===== src/hw/rtl/osac_pkg.sv =====
// ----------------------------------------------------------------------------
// osac_pkg
// Shared types, codes and helpers of the online sparse autoencoder classifier.
// ----------------------------------------------------------------------------
package osac_pkg;

    // Widths fixed by the item and weight formats
    localparam int ACT_W  = 16;
    localparam int WGT_W  = 24;
    localparam int QUOT_W = 23;

    // Saturated quotient and divider iteration count
    localparam logic [QUOT_W-1:0] QUOT_MAX  = {QUOT_W{1'b1}};
    localparam logic [4:0]        DIV_STEPS = 5'd23;

    // Register indexes on the configuration port
    localparam logic [1:0] CFG_LEARN_RATE      = 2'd0;
    localparam logic [1:0] CFG_SPARSITY_WEIGHT = 2'd1;
    localparam logic [1:0] CFG_SPARSITY_TARGET = 2'd2;

    // Register reset values
    localparam logic [ACT_W-1:0] RST_LEARN_RATE      = 16'd66;
    localparam logic [ACT_W-1:0] RST_SPARSITY_WEIGHT = 16'd6554;
    localparam logic [ACT_W-1:0] RST_SPARSITY_TARGET = 16'd3277;

    // Sequencer states: forward, classify, output layer, backward per hidden
    // unit, output weight update, result hand-off
    typedef enum logic [34:0] {
        S_IDLE = 35'b1 << 0,
        S_F0   = 35'b1 << 1,
        S_F1   = 35'b1 << 2,
        S_F2   = 35'b1 << 3,
        S_F3   = 35'b1 << 4,
        S_C0   = 35'b1 << 5,
        S_C1   = 35'b1 << 6,
        S_T0   = 35'b1 << 7,
        S_T1   = 35'b1 << 8,
        S_T2   = 35'b1 << 9,
        S_T3   = 35'b1 << 10,
        S_B0   = 35'b1 << 11,
        S_B0W  = 35'b1 << 12,
        S_B1   = 35'b1 << 13,
        S_B1W  = 35'b1 << 14,
        S_B2   = 35'b1 << 15,
        S_B3   = 35'b1 << 16,
        S_B4   = 35'b1 << 17,
        S_B5   = 35'b1 << 18,
        S_B6   = 35'b1 << 19,
        S_B7   = 35'b1 << 20,
        S_B8   = 35'b1 << 21,
        S_B9   = 35'b1 << 22,
        S_B10  = 35'b1 << 23,
        S_B11  = 35'b1 << 24,
        S_B12  = 35'b1 << 25,
        S_U0   = 35'b1 << 26,
        S_U1   = 35'b1 << 27,
        S_U2   = 35'b1 << 28,
        S_U3   = 35'b1 << 29,
        S_U4   = 35'b1 << 30,
        S_U5   = 35'b1 << 31,
        S_U6   = 35'b1 << 32,
        S_U7   = 35'b1 << 33,
        S_OUT  = 35'b1 << 34
    } t_state;

    // Divider request and response
    typedef struct packed {
        logic              start;
        logic [ACT_W:0]    num;
        logic [ACT_W-1:0]  den;
    } t_div_req;

    typedef struct packed {
        logic              done;
        logic [QUOT_W-1:0] quot;
    } t_div_rsp;

    // Weight minus step, saturated to the signed weight range
    function automatic logic signed [WGT_W-1:0] sat_sub(
        input logic signed [WGT_W-1:0] w,
        input logic signed [53:0]       dec
    );
        logic signed [55:0] v;
        v = 56'(w) - 56'(dec);
        if (v > 56'sd8388607) begin
            return 24'sh7FFFFF;
        end else if (v < -56'sd8388608) begin
            return 24'sh800000;
        end
        return v[WGT_W-1:0];
    endfunction

endpackage


===== src/hw/rtl/osac_div.sv =====
// ----------------------------------------------------------------------------
// osac_div
// Saturating restoring divider: (num << 16) / den, one quotient bit a cycle.
// ----------------------------------------------------------------------------
module osac_div (
    input  logic                i_clk,
    input  logic                i_rst_n,
    input  osac_pkg::t_div_req  i_req,
    output osac_pkg::t_div_rsp  o_rsp
);

    logic        r_busy, n_busy;
    logic        r_done, n_done;
    logic [4:0]  r_cnt,  n_cnt;
    logic [15:0] r_rem,  n_rem;
    logic [15:0] r_den,  n_den;
    logic [22:0] r_sh,   n_sh;
    logic [22:0] r_q,    n_q;

    logic [16:0] w_trial;
    logic [16:0] w_diff;
    logic        w_ge;

    // One restoring step
    assign w_trial = {r_rem, r_sh[22]};
    assign w_ge    = (w_trial >= {1'b0, r_den});
    assign w_diff  = w_trial - {1'b0, r_den};

    always_comb begin
        n_busy = r_busy;
        n_done = 1'b0;
        n_cnt  = r_cnt;
        n_rem  = r_rem;
        n_den  = r_den;
        n_sh   = r_sh;
        n_q    = r_q;
        if (i_req.start) begin
            // quotient of 2^23 or more saturates at once
            if ({7'd0, i_req.num} >= {1'b0, i_req.den, 7'd0}) begin
                n_q    = osac_pkg::QUOT_MAX;
                n_done = 1'b1;
                n_busy = 1'b0;
            end else begin
                n_rem  = {6'd0, i_req.num[16:7]};
                n_sh   = {i_req.num[6:0], 16'd0};
                n_den  = i_req.den;
                n_q    = '0;
                n_cnt  = osac_pkg::DIV_STEPS;
                n_busy = 1'b1;
            end
        end else if (r_busy) begin
            n_rem = w_ge ? w_diff[15:0] : w_trial[15:0];
            n_q   = {r_q[21:0], w_ge};
            n_sh  = {r_sh[21:0], 1'b0};
            n_cnt = r_cnt - 5'd1;
            if (r_cnt == 5'd1) begin
                n_busy = 1'b0;
                n_done = 1'b1;
            end
        end
    end

    always_ff @(posedge i_clk) begin
        if (!i_rst_n) begin
            r_busy <= 1'b0;
            r_done <= 1'b0;
            r_cnt  <= '0;
        end else begin
            r_busy <= n_busy;
            r_done <= n_done;
            r_cnt  <= n_cnt;
        end
        r_rem <= n_rem;
        r_den <= n_den;
        r_sh  <= n_sh;
        r_q   <= n_q;
    end

    assign o_rsp.done = r_done;
    assign o_rsp.quot = r_q;

endmodule


===== src/hw/rtl/online_sparse_autoencoder_classifier_core.sv =====
// ----------------------------------------------------------------------------
// online_sparse_autoencoder_classifier_core
// 1-2-1 sigmoid autoencoder that trains or classifies one sensor sample a beat.
// ----------------------------------------------------------------------------
// Usage:
//   Input channel i_in_valid / o_in_stall carries i_cmd (0 train, 1 classify)
//   and i_sample. Output channel o_out_valid / i_out_stall carries one result
//   beat per input beat. Registers are to be written on i_cfg_we only while
//   idle; the core itself does not enforce this. One shared 36x18 multiplier
//   and one bit-serial divider run under a sequencer; o_in_stall is high from
//   acceptance until the result is loaded. In a train beat each of the four
//   KL quotients runs in the divider (23 quotient bits plus issue and
//   capture) unless it saturates; the rest is one multiplier step per cycle.
//   The next beat is accepted the cycle after the result is loaded; the
//   result register holds it while the receiver stalls, and a finished item
//   waits in its last step if the previous result has not been taken.
//   Reset (synchronous, active low) restores weights and registers to their
//   constants and empties the output register.
// ----------------------------------------------------------------------------
module online_sparse_autoencoder_classifier_core #(
    parameter int WEIGHT_FRAC_BITS = 16,
    parameter int SIGMOID_ENTRIES  = 256
) (
    input  logic        i_clk,
    input  logic        i_rst_n,
    input  logic        i_cfg_we,
    input  logic [1:0]  i_cfg_idx,
    input  logic [15:0] i_cfg_data,
    input  logic        i_in_valid,
    output logic        o_in_stall,
    input  logic        i_cmd,
    input  logic [15:0] i_sample,
    output logic        o_out_valid,
    input  logic        i_out_stall,
    output logic        o_is_white,
    output logic [15:0] o_hidden_act_first,
    output logic [15:0] o_hidden_act_second,
    output logic [15:0] o_reconstruction
);

    localparam int IW   = $clog2(SIGMOID_ENTRIES);
    localparam int SH_L = (WEIGHT_FRAC_BITS < 16) ? 16 - WEIGHT_FRAC_BITS : 0;
    localparam int SH_R = (WEIGHT_FRAC_BITS > 16) ? WEIGHT_FRAC_BITS - 16 : 0;
    localparam int US   = 32 - WEIGHT_FRAC_BITS;

    // Weight reset constants
    localparam logic signed [23:0] RST_HW0 = 24'((64'd372 << WEIGHT_FRAC_BITS) / 1000);
    localparam logic signed [23:0] RST_HW1 = 24'((64'd815 << WEIGHT_FRAC_BITS) / 1000);
    localparam logic signed [23:0] RST_HW2 = 24'((64'd104 << WEIGHT_FRAC_BITS) / 1000);
    localparam logic signed [23:0] RST_HW3 = 24'((64'd593 << WEIGHT_FRAC_BITS) / 1000);
    localparam logic signed [23:0] RST_OW0 = 24'((64'd247 << WEIGHT_FRAC_BITS) / 1000);
    localparam logic signed [23:0] RST_OW1 = 24'((64'd681 << WEIGHT_FRAC_BITS) / 1000);
    localparam logic signed [23:0] RST_OW2 = 24'((64'd938 << WEIGHT_FRAC_BITS) / 1000);
    localparam longint unsigned EXP_M1_Q32 = 64'd1580030169;

    // Long division by shift and subtract, used only at elaboration
    function automatic longint unsigned udiv64(
        input longint unsigned num,
        input longint unsigned den
    );
        longint unsigned q;
        longint unsigned rem;
        int              b;
        q   = '0;
        rem = '0;
        for (b = 63; b >= 0; b--) begin
            rem = {rem[62:0], num[b]};
            if (rem >= den) begin
                rem  = rem - den;
                q[b] = 1'b1;
            end
        end
        return q;
    endfunction

    // Sigmoid at the center of bin i, evaluated at elaboration
    function automatic logic [15:0] sig_entry(input int unsigned i);
        longint            zq;
        longint            sum;
        longint            s;
        longint unsigned   t;
        longint unsigned   ip;
        longint unsigned   fr;
        longint unsigned   term;
        longint unsigned   r;
        longint unsigned   d;
        longint unsigned   sp;
        int                k;
        zq = -64'sd524288 + longint'(udiv64((64'(i) * 2 + 1) << 20,
                                            64'(SIGMOID_ENTRIES) * 2));
        t    = longint'(zq < 0 ? -zq : zq);
        ip   = t >> 16;
        fr   = t & 64'hFFFF;
        term = 64'd1 << 32;
        sum  = 64'sd1 << 32;
        // exp(-frac) by its series, twelve terms
        term = udiv64(term * fr, 64'd65536 * 1);  sum = sum - longint'(term);
        term = udiv64(term * fr, 64'd65536 * 2);  sum = sum + longint'(term);
        term = udiv64(term * fr, 64'd65536 * 3);  sum = sum - longint'(term);
        term = udiv64(term * fr, 64'd65536 * 4);  sum = sum + longint'(term);
        term = udiv64(term * fr, 64'd65536 * 5);  sum = sum - longint'(term);
        term = udiv64(term * fr, 64'd65536 * 6);  sum = sum + longint'(term);
        term = udiv64(term * fr, 64'd65536 * 7);  sum = sum - longint'(term);
        term = udiv64(term * fr, 64'd65536 * 8);  sum = sum + longint'(term);
        term = udiv64(term * fr, 64'd65536 * 9);  sum = sum - longint'(term);
        term = udiv64(term * fr, 64'd65536 * 10); sum = sum + longint'(term);
        term = udiv64(term * fr, 64'd65536 * 11); sum = sum - longint'(term);
        term = udiv64(term * fr, 64'd65536 * 12); sum = sum + longint'(term);
        r = longint'(sum);
        // times exp(-1) per integer part
        for (k = 0; k < 8; k++) begin
            if (64'(k) < ip) begin
                r = (r * EXP_M1_Q32 + (64'd1 << 31)) >> 32;
            end
        end
        d  = (64'd1 << 32) + r;
        sp = udiv64((64'd1 << 48) + (d >> 1), d);
        s  = (zq >= 0) ? longint'(sp) : 64'sd65536 - longint'(sp);
        if (s < 1) begin
            s = 1;
        end
        if (s > 65535) begin
            s = 65535;
        end
        return 16'(s);
    endfunction

    // Sigmoid table
    logic [15:0] w_tab [SIGMOID_ENTRIES];
    for (genvar gi = 0; gi < SIGMOID_ENTRIES; gi++) begin : g_tab
        localparam logic [15:0] TAB_V = sig_entry(gi);
        assign w_tab[gi] = TAB_V;
    end

    // State
    osac_pkg::t_state r_state, n_state;
    logic        r_j, n_j;
    logic        r_cmd, n_cmd;
    logic [15:0] r_x, n_x;
    logic [15:0] r_alpha, r_beta, r_ptgt;
    logic signed [23:0] r_hw0, r_hw1, r_hw2, r_hw3, r_ow0, r_ow1, r_ow2;
    logic signed [23:0] n_hw0, n_hw1, n_hw2, n_hw3, n_ow0, n_ow1, n_ow2;
    logic [15:0] r_a0, n_a0, r_a1, n_a1, r_b0, n_b0, r_h, n_h;
    logic signed [26:0] r_z, n_z;
    logic signed [17:0] r_d3, n_d3;
    logic [22:0] r_q1, n_q1;
    logic signed [23:0] r_kl, n_kl, r_klt, n_klt;
    logic signed [33:0] r_t, n_t, r_d2, n_d2, r_g, n_g;
    logic [14:0] r_sg, n_sg;
    logic signed [53:0] r_prod, n_prod;
    logic        r_white, n_white;
    logic        r_out_valid, n_out_valid;
    logic        r_ow_wh, n_ow_wh;
    logic [15:0] r_o_a0, n_o_a0, r_o_a1, n_o_a1, r_o_rec, n_o_rec;

    // Shared multiplier operands
    logic signed [35:0] m_a;
    logic signed [17:0] m_b;

    osac_pkg::t_div_req w_div_req;
    osac_pkg::t_div_rsp w_div_rsp;

    // Sigmoid lookup on r_z
    logic signed [35:0] w_ze, w_zq, w_off;
    logic [32:0]        w_scaled;
    logic [IW-1:0]      w_idx;
    logic [15:0]        w_sig;

    always_comb begin
        w_ze     = 36'(r_z);
        w_zq     = (w_ze <<< SH_L) >>> SH_R;
        w_off    = w_zq + 36'sd524288;
        w_scaled = 33'(w_off[19:0]) * 33'(SIGMOID_ENTRIES);
        if (w_zq < -36'sd524288) begin
            w_idx = '0;
        end else if (w_zq >= 36'sd524288) begin
            w_idx = IW'(SIGMOID_ENTRIES - 1);
        end else begin
            w_idx = w_scaled[20 +: IW];
        end
    end
    assign w_sig = w_tab[w_idx];

    // Hidden unit under backprop
    logic [15:0]        w_aj;
    logic [16:0]        w_aj_c;
    logic signed [23:0] w_owj;
    logic signed [53:0] w_shw, w_dec;
    logic               w_dom;

    assign w_aj   = r_j ? r_a1 : r_a0;
    assign w_aj_c = 17'd65536 - {1'b0, w_aj};
    assign w_owj  = r_j ? r_ow2 : r_ow1;
    assign w_shw  = r_prod >>> WEIGHT_FRAC_BITS;
    assign w_dec  = r_prod >>> US;
    assign w_dom  = (w_sig >= r_b0);

    osac_div u_div (
        .i_clk   (i_clk),
        .i_rst_n (i_rst_n),
        .i_req   (w_div_req),
        .o_rsp   (w_div_rsp)
    );

    // Sequencer
    always_comb begin
        n_state     = r_state;
        n_j         = r_j;
        n_cmd       = r_cmd;
        n_x         = r_x;
        n_hw0 = r_hw0; n_hw1 = r_hw1; n_hw2 = r_hw2; n_hw3 = r_hw3;
        n_ow0 = r_ow0; n_ow1 = r_ow1; n_ow2 = r_ow2;
        n_a0 = r_a0; n_a1 = r_a1; n_b0 = r_b0; n_h = r_h;
        n_z = r_z; n_d3 = r_d3; n_q1 = r_q1; n_kl = r_kl; n_klt = r_klt;
        n_t = r_t; n_d2 = r_d2; n_g = r_g; n_sg = r_sg;
        n_white     = r_white;
        n_ow_wh     = r_ow_wh;
        n_o_a0      = r_o_a0;
        n_o_a1      = r_o_a1;
        n_o_rec     = r_o_rec;
        n_out_valid = r_out_valid;
        m_a         = '0;
        m_b         = '0;
        w_div_req   = '0;

        // result beat taken
        if (r_out_valid && !i_out_stall) begin
            n_out_valid = 1'b0;
        end

        unique case (r_state)
            osac_pkg::S_IDLE: begin
                if (i_in_valid) begin
                    n_x     = i_sample;
                    n_cmd   = i_cmd;
                    n_state = osac_pkg::S_F0;
                end
            end
            // forward pass, hidden layer
            osac_pkg::S_F0: begin
                m_a = 36'(r_hw2); m_b = $signed({2'b00, r_x});
                n_state = osac_pkg::S_F1;
            end
            osac_pkg::S_F1: begin
                n_z = 27'(r_hw0) + $signed(r_prod[42:16]);
                m_a = 36'(r_hw3); m_b = $signed({2'b00, r_x});
                n_state = osac_pkg::S_F2;
            end
            osac_pkg::S_F2: begin
                n_a0 = w_sig;
                n_z  = 27'(r_hw1) + $signed(r_prod[42:16]);
                n_state = osac_pkg::S_F3;
            end
            osac_pkg::S_F3: begin
                n_a1 = w_sig;
                if (r_cmd) begin
                    n_z = 27'(r_hw0);
                    n_state = osac_pkg::S_C0;
                end else begin
                    m_a = 36'(r_ow1); m_b = $signed({2'b00, r_a0});
                    n_state = osac_pkg::S_T0;
                end
            end
            // classify: dominant unit for a zero sample
            osac_pkg::S_C0: begin
                n_b0 = w_sig;
                n_z  = 27'(r_hw1);
                n_state = osac_pkg::S_C1;
            end
            osac_pkg::S_C1: begin
                if (w_dom) begin
                    n_white = !(r_a1 >= r_a0);
                end else begin
                    n_white = !(r_a0 >= r_a1);
                end
                n_h = '0;
                n_state = osac_pkg::S_OUT;
            end
            // forward pass, output unit
            osac_pkg::S_T0: begin
                n_z = 27'(r_ow0) + $signed(r_prod[42:16]);
                m_a = 36'(r_ow2); m_b = $signed({2'b00, r_a1});
                n_state = osac_pkg::S_T1;
            end
            osac_pkg::S_T1: begin
                n_z = r_z + $signed(r_prod[42:16]);
                n_state = osac_pkg::S_T2;
            end
            osac_pkg::S_T2: begin
                n_h = w_sig;
                n_state = osac_pkg::S_T3;
            end
            osac_pkg::S_T3: begin
                n_d3    = $signed({2'b00, r_h}) - $signed({2'b00, r_x});
                n_j     = 1'b0;
                n_white = 1'b0;
                n_state = osac_pkg::S_B0;
            end
            // KL term: (1-p)/(1-a) - p/a
            osac_pkg::S_B0: begin
                w_div_req.start = 1'b1;
                w_div_req.num   = 17'd65536 - {1'b0, r_ptgt};
                w_div_req.den   = w_aj_c[15:0];
                n_state = osac_pkg::S_B0W;
            end
            osac_pkg::S_B0W: begin
                if (w_div_rsp.done) begin
                    n_q1 = w_div_rsp.quot;
                    n_state = osac_pkg::S_B1;
                end
            end
            osac_pkg::S_B1: begin
                w_div_req.start = 1'b1;
                w_div_req.num   = {1'b0, r_ptgt};
                w_div_req.den   = w_aj;
                n_state = osac_pkg::S_B1W;
            end
            osac_pkg::S_B1W: begin
                if (w_div_rsp.done) begin
                    n_kl = $signed({1'b0, r_q1}) - $signed({1'b0, w_div_rsp.quot});
                    n_state = osac_pkg::S_B2;
                end
            end
            // hidden delta
            osac_pkg::S_B2: begin
                m_a = 36'(r_kl); m_b = $signed({2'b00, r_beta});
                n_state = osac_pkg::S_B3;
            end
            osac_pkg::S_B3: begin
                n_klt = $signed(r_prod[39:16]);
                m_a = 36'(w_owj); m_b = r_d3;
                n_state = osac_pkg::S_B4;
            end
            osac_pkg::S_B4: begin
                n_t = $signed(w_shw[33:0]) + 34'(r_klt);
                m_a = $signed({19'd0, w_aj_c}); m_b = $signed({2'b00, w_aj});
                n_state = osac_pkg::S_B5;
            end
            osac_pkg::S_B5: begin
                n_sg = r_prod[30:16];
                n_state = osac_pkg::S_B6;
            end
            osac_pkg::S_B6: begin
                m_a = 36'(r_t); m_b = $signed({3'b000, r_sg});
                n_state = osac_pkg::S_B7;
            end
            osac_pkg::S_B7: begin
                n_d2 = $signed(r_prod[49:16]);
                n_state = osac_pkg::S_B8;
            end
            // hidden bias weight update
            osac_pkg::S_B8: begin
                m_a = 36'(r_d2); m_b = $signed({2'b00, r_alpha});
                n_state = osac_pkg::S_B9;
            end
            osac_pkg::S_B9: begin
                if (r_j) begin
                    n_hw1 = osac_pkg::sat_sub(r_hw1, w_dec);
                end else begin
                    n_hw0 = osac_pkg::sat_sub(r_hw0, w_dec);
                end
                m_a = 36'(r_d2); m_b = $signed({2'b00, r_x});
                n_state = osac_pkg::S_B10;
            end
            // hidden input weight update
            osac_pkg::S_B10: begin
                n_g = $signed(r_prod[49:16]);
                n_state = osac_pkg::S_B11;
            end
            osac_pkg::S_B11: begin
                m_a = 36'(r_g); m_b = $signed({2'b00, r_alpha});
                n_state = osac_pkg::S_B12;
            end
            osac_pkg::S_B12: begin
                if (r_j) begin
                    n_hw3 = osac_pkg::sat_sub(r_hw3, w_dec);
                    n_state = osac_pkg::S_U0;
                end else begin
                    n_hw2 = osac_pkg::sat_sub(r_hw2, w_dec);
                    n_j = 1'b1;
                    n_state = osac_pkg::S_B0;
                end
            end
            // output weight updates
            osac_pkg::S_U0: begin
                m_a = 36'(r_d3); m_b = $signed({2'b00, r_alpha});
                n_state = osac_pkg::S_U1;
            end
            osac_pkg::S_U1: begin
                n_ow0 = osac_pkg::sat_sub(r_ow0, w_dec);
                m_a = 36'(r_d3); m_b = $signed({2'b00, r_a0});
                n_state = osac_pkg::S_U2;
            end
            osac_pkg::S_U2: begin
                n_g = $signed(r_prod[49:16]);
                n_state = osac_pkg::S_U3;
            end
            osac_pkg::S_U3: begin
                m_a = 36'(r_g); m_b = $signed({2'b00, r_alpha});
                n_state = osac_pkg::S_U4;
            end
            osac_pkg::S_U4: begin
                n_ow1 = osac_pkg::sat_sub(r_ow1, w_dec);
                m_a = 36'(r_d3); m_b = $signed({2'b00, r_a1});
                n_state = osac_pkg::S_U5;
            end
            osac_pkg::S_U5: begin
                n_g = $signed(r_prod[49:16]);
                n_state = osac_pkg::S_U6;
            end
            osac_pkg::S_U6: begin
                m_a = 36'(r_g); m_b = $signed({2'b00, r_alpha});
                n_state = osac_pkg::S_U7;
            end
            osac_pkg::S_U7: begin
                n_ow2 = osac_pkg::sat_sub(r_ow2, w_dec);
                n_state = osac_pkg::S_OUT;
            end
            // load the result beat once the register is free
            osac_pkg::S_OUT: begin
                if (!r_out_valid || !i_out_stall) begin
                    n_out_valid = 1'b1;
                    n_ow_wh     = r_white;
                    n_o_a0      = r_a0;
                    n_o_a1      = r_a1;
                    n_o_rec     = r_h;
                    n_state     = osac_pkg::S_IDLE;
                end
            end
            default: begin
                n_state = osac_pkg::S_IDLE;
            end
        endcase
        n_prod = m_a * m_b;
    end

    // Registers
    always_ff @(posedge i_clk) begin
        if (!i_rst_n) begin
            r_state     <= osac_pkg::S_IDLE;
            r_out_valid <= 1'b0;
            r_alpha     <= osac_pkg::RST_LEARN_RATE;
            r_beta      <= osac_pkg::RST_SPARSITY_WEIGHT;
            r_ptgt      <= osac_pkg::RST_SPARSITY_TARGET;
            r_hw0 <= RST_HW0; r_hw1 <= RST_HW1; r_hw2 <= RST_HW2; r_hw3 <= RST_HW3;
            r_ow0 <= RST_OW0; r_ow1 <= RST_OW1; r_ow2 <= RST_OW2;
        end else begin
            r_state     <= n_state;
            r_out_valid <= n_out_valid;
            r_hw0 <= n_hw0; r_hw1 <= n_hw1; r_hw2 <= n_hw2; r_hw3 <= n_hw3;
            r_ow0 <= n_ow0; r_ow1 <= n_ow1; r_ow2 <= n_ow2;
            // configuration writes; unknown index ignored
            if (i_cfg_we) begin
                priority case (i_cfg_idx)
                    osac_pkg::CFG_LEARN_RATE:      r_alpha <= i_cfg_data;
                    osac_pkg::CFG_SPARSITY_WEIGHT: r_beta  <= i_cfg_data;
                    osac_pkg::CFG_SPARSITY_TARGET: r_ptgt  <= i_cfg_data;
                    default: ;
                endcase
            end
        end
        r_j <= n_j; r_cmd <= n_cmd; r_x <= n_x;
        r_a0 <= n_a0; r_a1 <= n_a1; r_b0 <= n_b0; r_h <= n_h;
        r_z <= n_z; r_d3 <= n_d3; r_q1 <= n_q1; r_kl <= n_kl; r_klt <= n_klt;
        r_t <= n_t; r_d2 <= n_d2; r_g <= n_g; r_sg <= n_sg;
        r_prod <= n_prod;
        r_white <= n_white;
        r_ow_wh <= n_ow_wh; r_o_a0 <= n_o_a0; r_o_a1 <= n_o_a1; r_o_rec <= n_o_rec;
    end

    assign o_in_stall          = (r_state != osac_pkg::S_IDLE);
    assign o_out_valid         = r_out_valid;
    assign o_is_white          = r_ow_wh;
    assign o_hidden_act_first  = r_o_a0;
    assign o_hidden_act_second = r_o_a1;
    assign o_reconstruction    = r_o_rec;

endmodule


===== config.mk =====
export PLATFORM = sky130hd
export DESIGN_NAME = online_sparse_autoencoder_classifier_core
export DESIGN_NICKNAME = d
export VERILOG_FILES = /design/src/hw/rtl/osac_pkg.sv /design/src/hw/rtl/osac_div.sv /design/src/hw/rtl/online_sparse_autoencoder_classifier_core.sv
export SDC_FILE = /design/constraint.sdc
export NUM_CORES = 2
export LEC_CHECK = 0
export BUFFER_PORTS_ARGS = -buffer_cell sky130_fd_sc_hd__buf_2
export CAP_MARGIN = 15
export CORE_MARGIN = 2
export CORE_UTILIZATION = 63
export DETAILED_ROUTE_END_ITERATION = 10
export MAX_ROUTING_LAYER = met4
export PLACE_DENSITY = 0.8
export SYNTH_ARGS = -nofsm -noshare
export SYNTH_HDL_FRONTEND = slang
export SYNTH_SLANG_ARGS = --single-unit

===== constraint.sdc =====
create_clock -name i_clk -period 12.5 [get_ports i_clk]
set_input_delay 1.875 -clock i_clk [delete_from_list [all_inputs] [get_ports i_clk]]
set_output_delay 1.875 -clock i_clk [all_outputs]
set_load 0.01 [all_outputs]

# [Yosys cells after proc, flatten, opt, wreduce, memory -nomap -nowiden]
# Memory sizes are Yosys's and may differ from the RTL's.
# Index checks and enable logic that the tools add are counted.
[word_totals] reg_bits=756 inputBits=40 memories=1 wordCells=261 rom_bits=4096
[memory_table] memory="(no name shown)" depth=256 word_bits=16 rd=1 rd_ports_with_merged_regs=0 wr=0 line="online_sparse_autoencoder_classifier_core.sv:182" text="assign w_sig = w_tab[w_idx];"
[op_classes] n_reduce_logical=35 bitwise=3 add_sub_neg=19 order_cmp=22 mul=1 n_eq_ne=45 mux=94
[op_table] operator="one-hot mux 35 bit (34 select lines)" n=1
[op_table] operator="2-to-1 mux 24 bit" n=22
[op_table] operator="one-hot mux 36 bit (11 select lines)" n=1
[op_table] operator="> comparator 39 x 24 -> 1 bit, second input constant" n=7
[op_table] operator="< comparator 39 x 24 -> 1 bit, second input constant" n=7
[op_table] operator="subtractor 24 x 38 -> 39 bit" n=7
[op_table] operator="one-hot mux 18 bit (9 select lines)" n=1
[op_table] operator="one-hot mux 27 bit (6 select lines)" n=1
[op_table] operator="2-to-1 mux 35 bit" n=4
[op_table] operator="2-to-1 mux 23 bit" n=6
[op_table] operator="2-to-1 mux 16 bit" n=8
[op_table] operator="adder 24 x 27 -> 27 bit" n=3
[op_table] operator="one-hot mux 34 bit (2 select lines)" n=1
[op_table] operator="multiplier 36 x 18 -> 54 bit" n=1
[op_table] operator="2-to-1 mux 27 bit" n=2
[op_table] operator="greater-or-equal comparator 16 bit" n=3
[op_table] operator="2-to-1 mux 1 bit" n=37
[op_table] operator="2-to-1 mux 36 bit" n=1
[op_table] operator="equality test 35 x 1 -> 1 bit, second input constant" n=1
[op_table] operator="equality test 35 x 10 -> 1 bit, second input constant" n=1
[op_table] operator="equality test 35 x 11 -> 1 bit, second input constant" n=1
[op_table] operator="equality test 35 x 12 -> 1 bit, second input constant" n=1
[op_table] operator="equality test 35 x 13 -> 1 bit, second input constant" n=1
[op_table] operator="equality test 35 x 14 -> 1 bit, second input constant" n=1
[op_table] operator="other kinds (65)" n=100

# [Depth between registers and ports, before layout]
[logic_depth] ltp_word=10 ltp_mapped=44

# [Hierarchy]
# A second synthesis with hierarchy kept.
[unflattened] cells_unflattened=8250 area_unflattened_um2=72201.7
[by_module_without_submodules] mod="online_sparse_autoencoder_classifier_core" n_inst=1 area_each_um2=68219.2 cells_per_inst=7862
[by_module_without_submodules] mod="osac_div" n_inst=1 area_each_um2=3982.6 cells_per_inst=388

# [Worst setup path before layout]
# No wires, ideal clock.
[synth_timing] kind="register to register" startpoint="register r_state[1]" endpoint="register r_prod[46]" n_path_buf=3 setup_ns=0.072 stages_incl_launch_ff=41 period_less_slack_ns=10.195 t_arrival_ns=10.122 required_time_ns=12.428 setup_slack_ns=2.305 path_cell_list="dfxtp_1 or4_1 or4_4 or3_1 buf_2 nor2_1 clkbuf_1 a22oi_1 o21ai_0 a221o_1 a21oi_1 nand2_1 clkbuf_1 nand2_1 fa_1 inv_1 fa_1 fa_1 (+5 left out) fa_1 inv_1 ha_1 and4_1 a211o_1 a21o_1 a21oi_1 a31oi_1 o211ai_1 a211oi_2 o211ai_1 a31o_2 o31a_1 o21ai_4 o22a_4 a21o_1 a21oi_1 xnor2_1"
[synth_via] elab_chain_len=4 elab_cells_between_ends=25
[synth_lines] item="start, declared" line="online_sparse_autoencoder_classifier_core.sv:136" text="osac_pkg::t_state r_state, n_state;"
[synth_lines] item="start signal, assigned" line="online_sparse_autoencoder_classifier_core.sv:440" text="r_state <= osac_pkg::S_IDLE;"
[synth_lines] item="start signal, assigned" line="online_sparse_autoencoder_classifier_core.sv:448" text="r_state <= n_state;"
[synth_lines] item="equality test 35 x 33 -> 1 bit (tied with other cells)" line="online_sparse_autoencoder_classifier_core.sv:231" text="unique case (r_state)"
[synth_lines] item="OR reduction 5 bit (no line) (tied with other cells)"
[synth_lines] item="one-hot mux 18 bit (9 select lines) or one-hot mux 36 bit (11 select lines) (tied branches)" line="online_sparse_autoencoder_classifier_core.sv:231"
[synth_lines] item="multiplier 36 x 18 -> 54 bit *" line="online_sparse_autoencoder_classifier_core.sv:434" text="n_prod = m_a * m_b;"
[synth_lines] item="net n_prod[46]" line="online_sparse_autoencoder_classifier_core.sv:150" text="logic signed [53:0] r_prod, n_prod;"
[synth_lines] item="end signal, assigned" line="online_sparse_autoencoder_classifier_core.sv:466" text="r_prod <= n_prod;"
[synth_lines] item="end, declared" line="online_sparse_autoencoder_classifier_core.sv:150"
# Mark *: on every way through the listed nets, which the timed path passes. The rest lies on a longest branch.
# A chain may end at the register's enable or synchronous reset.

# [Worst setup path after layout]
# Same ends and word-level chain as after synthesis.

==> flow_summary.toml <==
[run_status]
outcome = "finished, final reports clean"

[placement]
hpwl_um = 200000
placed_cell_area_mm2 = 0.0738
numPortBuffers = 90
place.gp.congestion = 1.08
dp_worst_setup_slack_ps = 1190

[floorplanning]
die_w_um = 341
pin_count = 91
dieHeight_um = 341
fp.dieArea_mm2 = 0.116
floorplan.rows = 123
initial_utilization = 0.635
core_mm2 = 0.112

[sta]
fmax_mhz = 86.4
min_period_over_period = 0.926
max_slew_margin = 0.119
timing.setup.tns_ps = 0
tightest_slew_ps = 1320
hold_viol = 0
fin_crit_ps = 11580
grt_setup_unrepaired = "false"
holdWs_ps = 450
fin_skew_ps = 83.8
drv_slew = 0
report.final.setup_viol = 0
fin_ws_ps = 924

[pwr]
power_per_cell_area_mw_per_mm2 = 69.9
power.switching_uw = 1330
p_comb_frac = 0.046
power.switching_fraction = 0.249
power_leakage_uw = 0.0338
clkPwrFrac = 0.481
p_seq_frac = 0.473
vdd_drop_max_mv = 0.107
p_int_uw = 4030

[worst_hold_path]
min_path_type = "reg -> reg"
hold_path.startpoint = "u_div.r_q[10]"
holdPathStages = 0
min_to = "r_q1[10]"

[cts]
clk_pin_slew_worst_paths_ps = 70
postCtsSetupBuffers = 0
clock-sinks = 723
numCtsBuffers = 83
postCtsHoldBufs = 0
cts_resized = 0
clockRootBuffer = "clkbuf_16"
clk_latency_ps = 720
cts.path.max_buffers = 3
tritoncts = "yes"
htree_levels = 3

[final_layout]
syn2layout_area_growth_pct = 7.49
final_common_cell = "inv_1"
fill_cells = 8901
final_cell_mix = "1012 x inv_1, 939 x nand2_1, 715 x nor2_1, 633 x a21oi_1, 606 x fa_1"
final_area_mm2 = 0.0768
drive_gt1_frac = 0.0593
seqCellArea_mm2 = 0.0187
multiInputGateArea_mm2 = 0.0479
final_util = 0.682
nets = 9416

[global_routing]
gr-usage-all-layers = 0.460
first_global_vias = 63466
antenna_found_initial = 10
grt_overflow = 0
grt_pass1_wl_um = 390000
grt_max_degree = 64

[critical_path]
rr_worst_depth = 36
rr_endpoint = "r_prod[46]"
crit_type = "reg -> reg"
reg2reg_slack_ps = 920
slowest_delay_ps = 640
cp-end-kind = "flop"
startpoint_type = "flop"
critPathMaxFanout = 15
cpMaxStageDelayCell = "or4_1"
cp.arrival_ps = 12150
r2r_start = "r_state[1]"
critPathRequiredTime_ps = 13070

[logic_synthesis]
syn_area_mm2 = 0.0714
synth_fp_nets = 9425
synth_edf_count = 426
avgSynthCellArea_um2 = 8.70
yosysTopAreaCell = "edfxtp_1"
ys_types = 106
ys_ff_latch = 723
ys_warn_count = 0
synth.top_cell.area_share = 0.179
synthCells = 8207
ys_top_cells_by_area = "edfxtp_1 18%, fa_1 17%, ha_1 10%"
synth-seq-area-share = 0.262
synthArstFlopShare = 0
synth_ff_type = "edfxtp_1"

[detailed_routing]
first_pass_iters = 10
route.antenna.remaining_nets = 0
drcViolationCount = 0
drt_wl_total_um = 262000
avgViaCountPerCell = 6.66
drt_iter0_drc = 8350
wl_per_cell_um = 26.8
vias = 65093

[flow_run]
cap_violations = 0
-- through the flow --
step	std cells	total power, µW
floorplan	8207	2710
global placement	9607	2820
detailed placement	9608	2820
CTS	9763	5340
global route	9773	5460
finish	9777	5360
-- synth_stat cells, types with 30 or more instances --
cell type and number:
or3_1 54, and3_1 66, a31oi_1 58, a211oi_1 46, a21o_1 164, fa_1 606, a21boi_0 34, nor2_1 723
inv_1 1013, o31ai_1 30, mux2i_1 31, and2_1 42, a22oi_1 75, edfxtp_1 426, clkbuf_1 292, a221oi_1 30
xnor2_1 233, dfxtp_1 297, o21a_1 62, o21bai_1 55, nor3_1 143, a221o_1 31, ha_1 572, o211ai_1 48
o21ai_0 398, nand3_1 171, nand2b_1 85, xor2_1 119, nor2b_1 78, a222oi_1 41, a21oi_1 638, nor4_1 48
nand4_1 61, nand2_1 940
-- power groups by stage --
stage	clock network [µW]	registers (µW)	logic (µW)
final	2580	2540	247
after global routing	2660	2540	259
after CTS	2570	2540	235
after detailed placement	0	2590	234
after global placement	0	2590	230
after floorplan	0	2570	142
-- state kept, by name, indices dropped and copies added, names as in the netlist, 17 cells and up --
name / cells
r_z: 27
r_hw1: 24
r_ow0: 24
r_kl: 24
r_t: 34
r_d3: 17
r_g: 34
r_hw0: 24
r_hw2: 24
u_div.r_q: 23
r_d2: 34
r_ow1: 24
r_ow2: 24
r_q1: 23
r_hw3: 24
r_state: 35
r_prod: 38
r_klt: 24
-- routing by layer --
| metal | global-route usage | up-vias | routed length (µm) |
|---|---|---|---|
| met5 | - | - | 0 |
| met4 | 0.336 | 0 | 24000 |
| met3 | 0.104 | 1159 | 30100 |
| met2 | 0.683 | 4192 | 114000 |
| met1 | 0.551 | 31296 | 93900 |
| li1 | - | 28446 | - |
-- cell type report --
type	instances	share of cell area
antenna	9	0.000293
clock buffer	117	0.0312
clock inverter	38	0.00610
inverter	1017	0.0497
multi-input combinational	6140	0.624
sequential	723	0.244
tap	1500	0.0245
timing repair buffer	233	0.0200
-- worst max path at each step --
stage / startpoint / to / slack (ps) / depth (start not counted)
after floorplan: r_state[1] / r_prod[46] / 2310 / 40
final: r_state[1] / r_prod[46] / 920 / 36
after detailed placement: r_state[1] / r_prod[46] / 1190 / 36
after CTS: r_state[1] / r_prod[46] / 1070 / 36
after global placement: r_state[1] / r_prod[46] / 1380 / 36
after global routing: r_state[1] / r_prod[48] / 540 / 38
-- kinds of logic (layout without fill, tap and decap cells) --
| family | Yosys count | after routing | synth area share |
|---|---|---|---|
| compound gates | 2007 | 2007 | 0.182 |
| xor+xnor | 352 | 352 | 0.0432 |
| fa+ha+maj | 1178 | 1178 | 0.270 |
| buf+inv | 1344 | 1405 | 0.0708 |
| flops | 723 | 723 | 0.262 |
| mux | 37 | 37 | 0.00545 |
| other cells | 0 | 9 | 0 |
| simple gates | 2566 | 2566 | 0.166 |
-- critical path: cells and delay by family (launching register included) --
family	cells	cell delay [ps]
compound gates	15	3890
xor+xnor	1	130
fa+ha+maj	7	2680
buf+inv	5	690
flops	1	360
simple gates	8	3640
(Power assumes the default switching activity.)
